$ cat config.mk
export PLATFORM = sky130hd
export DESIGN_NAME = token_bucket_rate_limiter_top
export DESIGN_NICKNAME = d
export VERILOG_FILES = /design/src/tbrl_pkg.sv /design/src/token_bucket_rate_limiter_top.sv /design/src/tbrl_cfg.sv /design/src/tbrl_serdiv.sv
export SDC_FILE = /design/constraint.sdc
export NUM_CORES = 2
export LEC_CHECK = 0
export BUFFER_PORTS_ARGS = -buffer_cell sky130_fd_sc_hd__buf_2
export CAP_MARGIN = 5
export CORE_MARGIN = 8
export CORE_UTILIZATION = 30
export DETAILED_ROUTE_END_ITERATION = 7
export PLACE_DENSITY = 0.53
export REMOVE_ABC_BUFFERS = 1
export SYNTH_ARGS = -nofsm -noshare
export SYNTH_HDL_FRONTEND = slang
export SYNTH_SLANG_ARGS = --single-unit
$ cat constraint.sdc
create_clock -name i_clk -period 6.05 [get_ports i_clk]
set_input_delay 0.605 -clock i_clk [delete_from_list [all_inputs] [get_ports i_clk]]
set_output_delay 0.605 -clock i_clk [all_outputs]
set_load 0.05 [all_outputs]
$ cat src/tbrl_pkg.sv
// ----------------------------------------------------------------------------
// tbrl_pkg - token bucket rate limiter shared definitions
// Field widths, register index codes and the structs passed between modules.
// ----------------------------------------------------------------------------
`default_nettype none

package tbrl_pkg;

    // field widths
    localparam int TOK_W  = 32;                 // token counts and tick period
    localparam int TIME_W = 63;                 // millisecond timestamps
    localparam int PROD_W = TOK_W + 2;          // serial product, sticky past 2^(TOK_W+1)
    localparam int CNT_W  = $clog2(TIME_W);     // divider step counter
    localparam int IDX_W  = 2;                  // config register index

    // config register indexes
    typedef enum logic [IDX_W-1:0] {
        CFG_BUCKET_LIMIT    = 2'd0,
        CFG_TOKENS_PER_TICK = 2'd1,
        CFG_TICK_PERIOD     = 2'd2,
        CFG_START_TIME      = 2'd3
    } t_cfg_idx;

    // live configuration values
    typedef struct packed {
        logic [TOK_W-1:0] bucket_limit;
        logic [TOK_W-1:0] tokens_per_tick;
        logic [TOK_W-1:0] tick_period;
    } t_cfg;

    // state loads caused by a config write
    typedef struct packed {
        logic              level_ld;
        logic              last_ld;
        logic [TIME_W-1:0] value;
    } t_cfg_load;

    // divider request
    typedef struct packed {
        logic              start;
        logic [TIME_W-1:0] dividend;
        logic [TOK_W-1:0]  divisor;
        logic [TOK_W-1:0]  mult;
    } t_div_req;

    // divider result: remainder and quotient * mult (saturating)
    typedef struct packed {
        logic [TOK_W-1:0]  rem;
        logic              sat;
        logic [PROD_W-1:0] prod;
    } t_div_res;

endpackage

`default_nettype wire

$ cat src/token_bucket_rate_limiter_top.sv
// ----------------------------------------------------------------------------
// token_bucket_rate_limiter_top - token bucket admission control
// Refills a token bucket by whole elapsed tick periods and grants requests.
// ----------------------------------------------------------------------------
// Usage:
//   Request channel (i_in_valid / o_in_ready) carries take_tokens and now_ms.
//   Result channel (o_out_valid / i_out_ready) returns one granted bit per
//   request, in order. Config channel (i_cfg_valid / o_cfg_ready) is always
//   ready; write it only while no request is in flight. Writing bucket_limit
//   also fills the bucket; writing start_time_ms seeds the last tick time.
// Sequence:
//   A request that needs no refill goes from the check step straight to the
//   grant step. A refill adds a divide step and a refill step before grant;
//   the divide step runs the serial divider over all 63 bits of elapsed time,
//   one bit per cycle; that divider sets the throughput. One request at a time.
// Reset:
//   Synchronous, active low; clears the bucket, tick time and registers
//   (tick period resets to 1) and empties the result register.
// Stall:
//   A new request is taken while a result waits; a finished request holds
//   in its last step until the result register frees.
// ----------------------------------------------------------------------------
`default_nettype none

module token_bucket_rate_limiter_top import tbrl_pkg::*; (
    input  wire logic              i_clk,
    input  wire logic              i_rst_n,
    // request channel
    input  wire logic              i_in_valid,
    output logic                   o_in_ready,
    input  wire logic [TOK_W-1:0]  i_take_tokens,
    input  wire logic [TIME_W-1:0] i_now_ms,
    // result channel
    output logic                   o_out_valid,
    input  wire logic              i_out_ready,
    output logic                   o_granted,
    // config channel
    input  wire logic              i_cfg_valid,
    output logic                   o_cfg_ready,
    input  wire logic [IDX_W-1:0]  i_cfg_index,
    input  wire logic [TIME_W-1:0] i_cfg_data
);

    typedef enum logic [4:0] {
        S_IDLE   = 5'b00001,
        S_CHECK  = 5'b00010,
        S_DIV    = 5'b00100,
        S_REFILL = 5'b01000,
        S_GRANT  = 5'b10000
    } t_state;

    t_cfg      w_cfg;
    t_cfg_load w_load;
    t_div_req  w_div_req;
    t_div_res  w_div_res;
    logic      w_div_done;

    t_state            r_state, n_state;
    logic [TOK_W-1:0]  r_level, n_level;
    logic [TIME_W-1:0] r_last, n_last;
    logic              r_out_valid, n_out_valid;
    logic              r_granted, n_granted;
    logic [TOK_W-1:0]  r_take;
    logic [TIME_W-1:0] r_now;
    logic [TIME_W-1:0] r_elapsed;
    logic              r_back;

    logic              w_in_acc;
    logic              w_out_free;
    logic [TIME_W:0]   w_diff;
    logic              w_need_refill;
    logic [TIME_W-1:0] w_last_new;
    logic [TOK_W+2:0]  w_sum;
    logic              w_cap;
    logic              w_grant;

    // config registers
    tbrl_cfg u_cfg (
        .i_clk       (i_clk),
        .i_rst_n     (i_rst_n),
        .i_cfg_valid (i_cfg_valid),
        .o_cfg_ready (o_cfg_ready),
        .i_cfg_index (i_cfg_index),
        .i_cfg_data  (i_cfg_data),
        .o_cfg       (w_cfg),
        .o_load      (w_load)
    );

    // serial divider: remainder and saturating ticks * tokens_per_tick
    assign w_div_req.start    = (r_state == S_CHECK) && w_need_refill;
    assign w_div_req.dividend = r_elapsed;
    assign w_div_req.divisor  = w_cfg.tick_period;
    assign w_div_req.mult     = w_cfg.tokens_per_tick;

    tbrl_serdiv u_div (
        .i_clk   (i_clk),
        .i_rst_n (i_rst_n),
        .i_req   (w_div_req),
        .o_done  (w_div_done),
        .o_res   (w_div_res)
    );

    // handshakes
    assign o_in_ready  = (r_state == S_IDLE);
    assign w_in_acc    = i_in_valid && o_in_ready;
    assign w_out_free  = !r_out_valid || i_out_ready;
    assign o_out_valid = r_out_valid;
    assign o_granted   = r_granted;

    // elapsed time; borrow flags time running backwards
    assign w_diff = {1'b0, i_now_ms} - {1'b0, r_last};

    // refill only when strictly more than one period has passed
    assign w_need_refill = !r_back && (w_cfg.tick_period != '0)
                           && (r_elapsed > {{(TIME_W-TOK_W){1'b0}}, w_cfg.tick_period});

    // advance tick time by whole periods, add tokens and cap
    assign w_last_new = r_now - {{(TIME_W-TOK_W){1'b0}}, w_div_res.rem};
    assign w_sum      = {3'b000, r_level} + {1'b0, w_div_res.prod};
    assign w_cap      = w_div_res.sat || (w_sum > {3'b000, w_cfg.bucket_limit});

    assign w_grant = (r_level > r_take);

    // next state
    always_comb begin
        n_state     = r_state;
        n_level     = r_level;
        n_last      = r_last;
        n_out_valid = r_out_valid;
        n_granted   = r_granted;
        if (r_out_valid && i_out_ready) begin
            n_out_valid = 1'b0;
        end
        unique case (r_state)
            S_IDLE: begin
                if (w_in_acc) begin
                    n_state = S_CHECK;
                end
            end
            S_CHECK: begin
                n_state = w_need_refill ? S_DIV : S_GRANT;
            end
            S_DIV: begin
                if (w_div_done) begin
                    n_state = S_REFILL;
                end
            end
            S_REFILL: begin
                n_last  = w_last_new;
                n_level = w_cap ? w_cfg.bucket_limit : w_sum[TOK_W-1:0];
                n_state = S_GRANT;
            end
            S_GRANT: begin
                if (w_out_free) begin
                    n_out_valid = 1'b1;
                    n_granted   = w_grant;
                    if (w_grant) begin
                        n_level = r_level - r_take;
                    end
                    n_state = S_IDLE;
                end
            end
            default: begin
                n_state = S_IDLE;
            end
        endcase
        // config loads
        if (w_load.level_ld) begin
            n_level = w_load.value[TOK_W-1:0];
        end
        if (w_load.last_ld) begin
            n_last = w_load.value;
        end
    end

    // control and bucket state
    always_ff @(posedge i_clk) begin
        if (!i_rst_n) begin
            r_state     <= S_IDLE;
            r_level     <= '0;
            r_last      <= '0;
            r_out_valid <= 1'b0;
        end else begin
            r_state     <= n_state;
            r_level     <= n_level;
            r_last      <= n_last;
            r_out_valid <= n_out_valid;
        end
    end

    // request word and result payload
    always_ff @(posedge i_clk) begin
        r_granted <= n_granted;
        if (w_in_acc) begin
            r_take    <= i_take_tokens;
            r_now     <= i_now_ms;
            r_elapsed <= w_diff[TIME_W-1:0];
            r_back    <= w_diff[TIME_W];
        end
    end

`ifndef SYNTHESIS
    // divider finishes only while the sequencer waits on it
    a_div_done_in_div: assert property (@(posedge i_clk) disable iff (!i_rst_n)
        w_div_done |-> (r_state == S_DIV))
        else $error("divider done outside divide step");

    // a refill never leaves the bucket above its limit
    a_refill_capped: assert property (@(posedge i_clk) disable iff (!i_rst_n)
        (r_state == S_REFILL) |=> (r_level <= w_cfg.bucket_limit))
        else $error("bucket above limit after refill");

    // tick time never advances past the request time
    a_tick_not_ahead: assert property (@(posedge i_clk) disable iff (!i_rst_n)
        ((r_state == S_REFILL) && !w_load.last_ld) |=> (r_last <= r_now))
        else $error("tick time passed request time");

    // a bucket above the take yields a grant
    a_grant_result: assert property (@(posedge i_clk) disable iff (!i_rst_n)
        ((r_state == S_GRANT) && w_out_free && w_grant) |=> (r_out_valid && r_granted))
        else $error("grant not reported");
`endif

endmodule

`default_nettype wire

$ cat src/tbrl_cfg.sv
// ----------------------------------------------------------------------------
// tbrl_cfg - configuration register file
// Holds limit, refill rate and tick period; flags loads of bucket and tick time.
// ----------------------------------------------------------------------------
`default_nettype none

module tbrl_cfg import tbrl_pkg::*; (
    input  wire logic              i_clk,
    input  wire logic              i_rst_n,
    input  wire logic              i_cfg_valid,
    output logic                   o_cfg_ready,
    input  wire logic [IDX_W-1:0]  i_cfg_index,
    input  wire logic [TIME_W-1:0] i_cfg_data,
    output t_cfg                   o_cfg,
    output t_cfg_load              o_load
);

    t_cfg r_cfg;
    t_cfg n_cfg;

    assign o_cfg_ready = 1'b1;
    assign o_cfg       = r_cfg;

    // write decode
    always_comb begin
        n_cfg           = r_cfg;
        o_load.level_ld = 1'b0;
        o_load.last_ld  = 1'b0;
        o_load.value    = i_cfg_data;
        if (i_cfg_valid) begin
            unique case (t_cfg_idx'(i_cfg_index))
                CFG_BUCKET_LIMIT: begin
                    n_cfg.bucket_limit = i_cfg_data[TOK_W-1:0];
                    o_load.level_ld    = 1'b1;
                end
                CFG_TOKENS_PER_TICK: begin
                    n_cfg.tokens_per_tick = i_cfg_data[TOK_W-1:0];
                end
                CFG_TICK_PERIOD: begin
                    n_cfg.tick_period = i_cfg_data[TOK_W-1:0];
                end
                CFG_START_TIME: begin
                    o_load.last_ld = 1'b1;
                end
                default: begin
                    n_cfg = r_cfg;
                end
            endcase
        end
    end

    always_ff @(posedge i_clk) begin
        if (!i_rst_n) begin
            r_cfg.bucket_limit    <= '0;
            r_cfg.tokens_per_tick <= '0;
            r_cfg.tick_period     <= TOK_W'(1);
        end else begin
            r_cfg <= n_cfg;
        end
    end

endmodule

`default_nettype wire

$ cat src/tbrl_serdiv.sv
// ----------------------------------------------------------------------------
// tbrl_serdiv - bit-serial divider with running product
// Restoring division, one quotient bit per cycle, MSB first. Each quotient bit
// is folded into quotient * mult by Horner's rule, saturating (sticky).
// ----------------------------------------------------------------------------
`default_nettype none

module tbrl_serdiv import tbrl_pkg::*; (
    input  wire logic     i_clk,
    input  wire logic     i_rst_n,
    input  wire t_div_req i_req,
    output logic          o_done,
    output t_div_res      o_res
);

    localparam logic [CNT_W-1:0] LAST_STEP = CNT_W'(TIME_W - 1);

    logic              r_busy;
    logic              r_done;
    logic [CNT_W-1:0]  r_cnt;
    logic [TIME_W-1:0] r_dvd;
    logic [TOK_W-1:0]  r_dvs;
    logic [TOK_W-1:0]  r_mul;
    logic [TOK_W-1:0]  r_rem;
    logic [PROD_W-1:0] r_prod;
    logic              r_sat;

    logic [TOK_W:0]    w_trial;
    logic [TOK_W+1:0]  w_diff;
    logic              w_qbit;
    logic [TOK_W-1:0]  n_rem;
    logic [PROD_W:0]   w_mac;
    logic              n_sat;

    // one compare-subtract step on the partial remainder
    assign w_trial = {r_rem, r_dvd[TIME_W-1]};
    assign w_diff  = {1'b0, w_trial} - {2'b00, r_dvs};
    assign w_qbit  = !w_diff[TOK_W+1];
    assign n_rem   = w_qbit ? w_diff[TOK_W-1:0] : w_trial[TOK_W-1:0];

    // product = 2 * product + qbit * mult; sticky once it passes 2^(TOK_W+1)
    assign w_mac = {r_prod, 1'b0} + (w_qbit ? {3'b000, r_mul} : '0);
    assign n_sat = r_sat | w_mac[PROD_W] | w_mac[PROD_W-1];

    assign o_done     = r_done;
    assign o_res.rem  = r_rem;
    assign o_res.sat  = r_sat;
    assign o_res.prod = r_prod;

    // control
    always_ff @(posedge i_clk) begin
        if (!i_rst_n) begin
            r_busy <= 1'b0;
            r_done <= 1'b0;
            r_cnt  <= '0;
        end else begin
            r_done <= 1'b0;
            if (i_req.start) begin
                r_busy <= 1'b1;
                r_cnt  <= '0;
            end else if (r_busy) begin
                r_cnt <= r_cnt + 1'b1;
                if (r_cnt == LAST_STEP) begin
                    r_busy <= 1'b0;
                    r_done <= 1'b1;
                end
            end
        end
    end

    // datapath
    always_ff @(posedge i_clk) begin
        if (i_req.start) begin
            r_dvd  <= i_req.dividend;
            r_dvs  <= i_req.divisor;
            r_mul  <= i_req.mult;
            r_rem  <= '0;
            r_prod <= '0;
            r_sat  <= 1'b0;
        end else if (r_busy) begin
            r_dvd  <= {r_dvd[TIME_W-2:0], 1'b0};
            r_rem  <= n_rem;
            r_prod <= w_mac[PROD_W-1:0];
            r_sat  <= n_sat;
        end
    end

endmodule

`default_nettype wire
==> out/qor.yml <==
combPwrFrac_pct: 37.9
clock-sinks: 559
clockRootBuffer: "clkbuf_16"
gp_congestion: 0.883
yosysUniqueCellTypes: 101
antenna_found_initial: 15
drive_gt1_share_pct: 12.3
synth_area_sq_um: 35000
timing.rr.start: "u_div.r_dvs[1]$_DFFE_PP_"
clockPowerShare_pct: 29.7
synth_edf_count: 287
yosys-top-cells-area: "edfxtp_1 25%, dfxtp_1 16%, ha_1 10%"
min_path_type: "input port to register"
leakage_nw: 15.7
cts_buffers: 69
grt_usage_pct: 16.5
clk_pin_slew_ns: 0.06
grt_busiest_layer: "met2"
detailed_place.area_sq_um: 37500
worst_slack_ns: 0.383
tightest_slew_ns: 1.28
maxCapViolCount: 0
endpoint_kind: "register"
core_sq_um: 116000
yosysSeqAreaShare_pct: 40.2
synth-seq-cells: 559
dpl.hpwl_microns: 82300
clock_skew_ns: 0.0512
maxSlewHeadroom_pct: 14.7
num_vias: 28300
drt_iter0_markers: 1667
synth_commonest_cells: "405 x nand2_1, 344 x a21oi_1, 288 x ha_1"
drc: 0
reg2reg_depth: 25
grt_max_degree: 147
avgSynthCellArea_sq_um: 9.27
switching_share_pct: 36.2
yosysMostFrequentCell: "nand2_1"
die_h_microns: 357
cp.required_ns: 6.56
use_met1_pct: 22.4
synth_ff_type: "edfxtp_1"
fmax_mhz: 176
min_period_ns: 5.67
critical_path_class: "register to register"
htree_levels: 3
slew_viol_final: 0
syn_inst: 3772
fin_nets: 4369
routed_wl_microns: 108000
die_area_sq_um: 128000
p_per_area_nw_per_um2: 372
timing.hold.ws_ns: 0.147
hold_start: "i_take_tokens[16]"
fin_area_sq_um: 40100
cts_tree: "built"
crit_fanout: 25
num_rows: 125
min_path_cells: 1
clk_latency_ns: 0.64
post_drt_wl_per_cell_microns: 19.7
synthArstFlopShare_pct: 0
crit_arrival_ns: 6.18
synth_largest_area_cell: "edfxtp_1"
yosysTopAreaCellShare_pct: 24.7
hold_buffers: 0
start_util_pct: 30.2
setup_violations: 0
grtUsageMet2_pct: 27.1
grt_pass1_vias: 27900
reg2reg_to: "u_div.r_sat$_SDFFE_PP0P_"
hold_end: "r_take[16]$_DFFE_PP_"
overflow: 0
internal_power_mw: 9.52
ant_nets: 0
grt_pass1_wl_microns: 166000
r2r_slack_ns: 0.38
viasPerCell: 5.15
fin_cells: 5493
io_buffers: 167
min_period_over_period_pct: 93.7
finalHoldViolCount: 0
globalRouteMet3Util_pct: 2.30
area_growth_pct: 14.6
start_kind: "register"
preCtsSetupSlack_ns: -0.0289
utilization_pct: 34.6
switching_power_mw: 5.40
io_pins: 169
dieWidth_microns: 357
clk_path_buf_depth: 3
first_pass_iters: 5
seqPwrFrac_pct: 32.4
irDropWorstVdd_uv: 202
placedCellCount: 5359
status: "complete, no violations"
yosysWarningCount: 0
## flip-flops by register name (all words and copies together) (netlist names)
signal / count
u_cfg.o_cfg: 96
r_elapsed: 63
r_last: 63
r_now: 63
u_div.r_dvd: 63
u_div.r_prod: 34
r_level: 32
r_take: 32
u_div.r_dvs: 32
u_div.r_mul: 32
u_div.r_rem: 32
u_div.r_cnt: 6
r_state: 5
o_granted: 1
o_out_valid: 1
r_back: 1
u_div.o_done: 1
u_div.r_busy: 1
u_div.r_sat: 1
## timing repair
action	4_1_cts	5_1_grt
buffers inserted	0	4
setup endpoints to repair	1	12
pin swaps	0	7
hold endpoints to repair	0	0
gates cloned	0	0
resized for setup	1	16
## through the flow
| step | total power, mW | TNS, ns |
|---|---|---|
| floorplan | 8.97 | -2784.92 |
| CTS | 14.9 | 0 |
| global route | 15.9 | -0.00708 |
| finish | 14.9 | 0 |
| detailed placement | 10.4 | -0.0289 |
| global placement | 10.4 | 0 |
## power groups by stage
| stage | Sequential, mW | Clock, mW | Combinational [mW] |
|---|---|---|---|
| after floorplan | 4.78 | 0 | 4.19 |
| after global placement | 4.89 | 0 | 5.52 |
| after detailed placement | 4.91 | 0 | 5.51 |
| after CTS | 4.83 | 4.54 | 5.56 |
| after global routing | 4.89 | 4.68 | 6.28 |
| final | 4.83 | 4.43 | 5.65 |
## worst max-delay path, stage by stage, from the launching register on
cell and delay [ns]:
edfxtp_1 0.42, inv_1 0.08, ha_1 0.22, nand2b_1 0.10, a21oi_1 0.11, o41ai_2 0.40, a21oi_2 0.15, a21oi_4 0.21
o31ai_2 0.11, a221oi_2 0.30, o21ai_2 0.13, a21boi_4 0.18, buf_12 0.18, nor2b_1 0.07, ha_1 0.36, o21ai_1 0.13
nor4b_4 0.30, nor4b_1 0.09, buf_4 0.16, nor4bb_2 0.30, o31a_1 0.21, or2_1 0.15, o2111ai_1 0.16, a31oi_2 0.28
or4b_1 0.46, a32o_1 0.27
## how the worst max path moves through the flow
stage / from / end / slack [ns] / depth (start not counted)
after floorplan: r_elapsed[8]$_DFFE_PP_ / u_div.r_dvd[0]$_SDFFCE_PN0P_ / -13.32 / 10
final: u_div.r_dvs[1]$_DFFE_PP_ / u_div.r_sat$_SDFFE_PP0P_ / 0.38 / 25
after CTS: u_div.r_rem[1]$_SDFFE_PP0P_ / u_div.r_sat$_SDFFE_PP0P_ / 0.11 / 24
after global routing: u_div.r_rem[3]$_SDFFE_PP0P_ / u_div.r_sat$_SDFFE_PP0P_ / -0.007 / 25
after global placement: u_div.r_dvs[2]$_DFFE_PP_ / u_div.r_sat$_SDFFE_PP0P_ / 0.02 / 25
after detailed placement: u_div.r_rem[1]$_SDFFE_PP0P_ / u_div.r_sat$_SDFFE_PP0P_ / -0.03 / 24
## routing by layer
layer | wire length (microns) | vias up
li1 | - | 14000
met1 | 50900 | 13400
met2 | 49100 | 712
met3 | 5210 | 169
met4 | 3010 | 4
met5 | 26 | -
## final cells by class
type | count | area [sq um]
Antenna cell | 4 | 10.0
Clock buffer | 83 | 1890
Clock inverter | 43 | 526
Fill cell | 11900 | 75800
Inverter | 287 | 1080
Multi-Input combinational cell | 2783 | 19400
Sequential cell | 559 | 14100
Tap cell | 1524 | 1910
Timing Repair Buffer | 210 | 1220
## cells by family (layout without fill, tap and decap cells)
group / Yosys count / in the layout / share of synthesized area (%)
simple gates: 1068 / 1068 / 14.6
compound gates: 1056 / 1056 / 19.8
flops: 559 / 559 / 40.2
buf+inv: 430 / 623 / 4.79
fa+ha+maj: 294 / 294 / 10.7
xor+xnor: 221 / 221 / 5.54
mux: 143 / 143 / 4.36
other cells: 1 / 5 / 0.0107
## placed cells by master, fill, tap and decap left out, types with 19 or more instances in the layout
cell type	n
xor2_1	78
and3_1	34
o21bai_1	19
a211oi_1	58
inv_1	284
nor2b_1	56
buf_2	166
clkbuf_16	71
dfxtp_1	270
a21oi_1	341
ha_1	288
nand2b_1	42
nor3_1	44
nand3_1	77
xnor2_1	143
o31ai_1	23
edfxtp_1	287
a31oi_1	33
a21o_1	110
o211ai_1	40
nor4_1	38
o21ai_0	173
or3_1	19
nor2_1	218
buf_4	39
o21a_1	42
nand2_1	404
nand4_1	41
mux2i_1	68
mux2_2	73
Power figures use the tool's default switching activity.
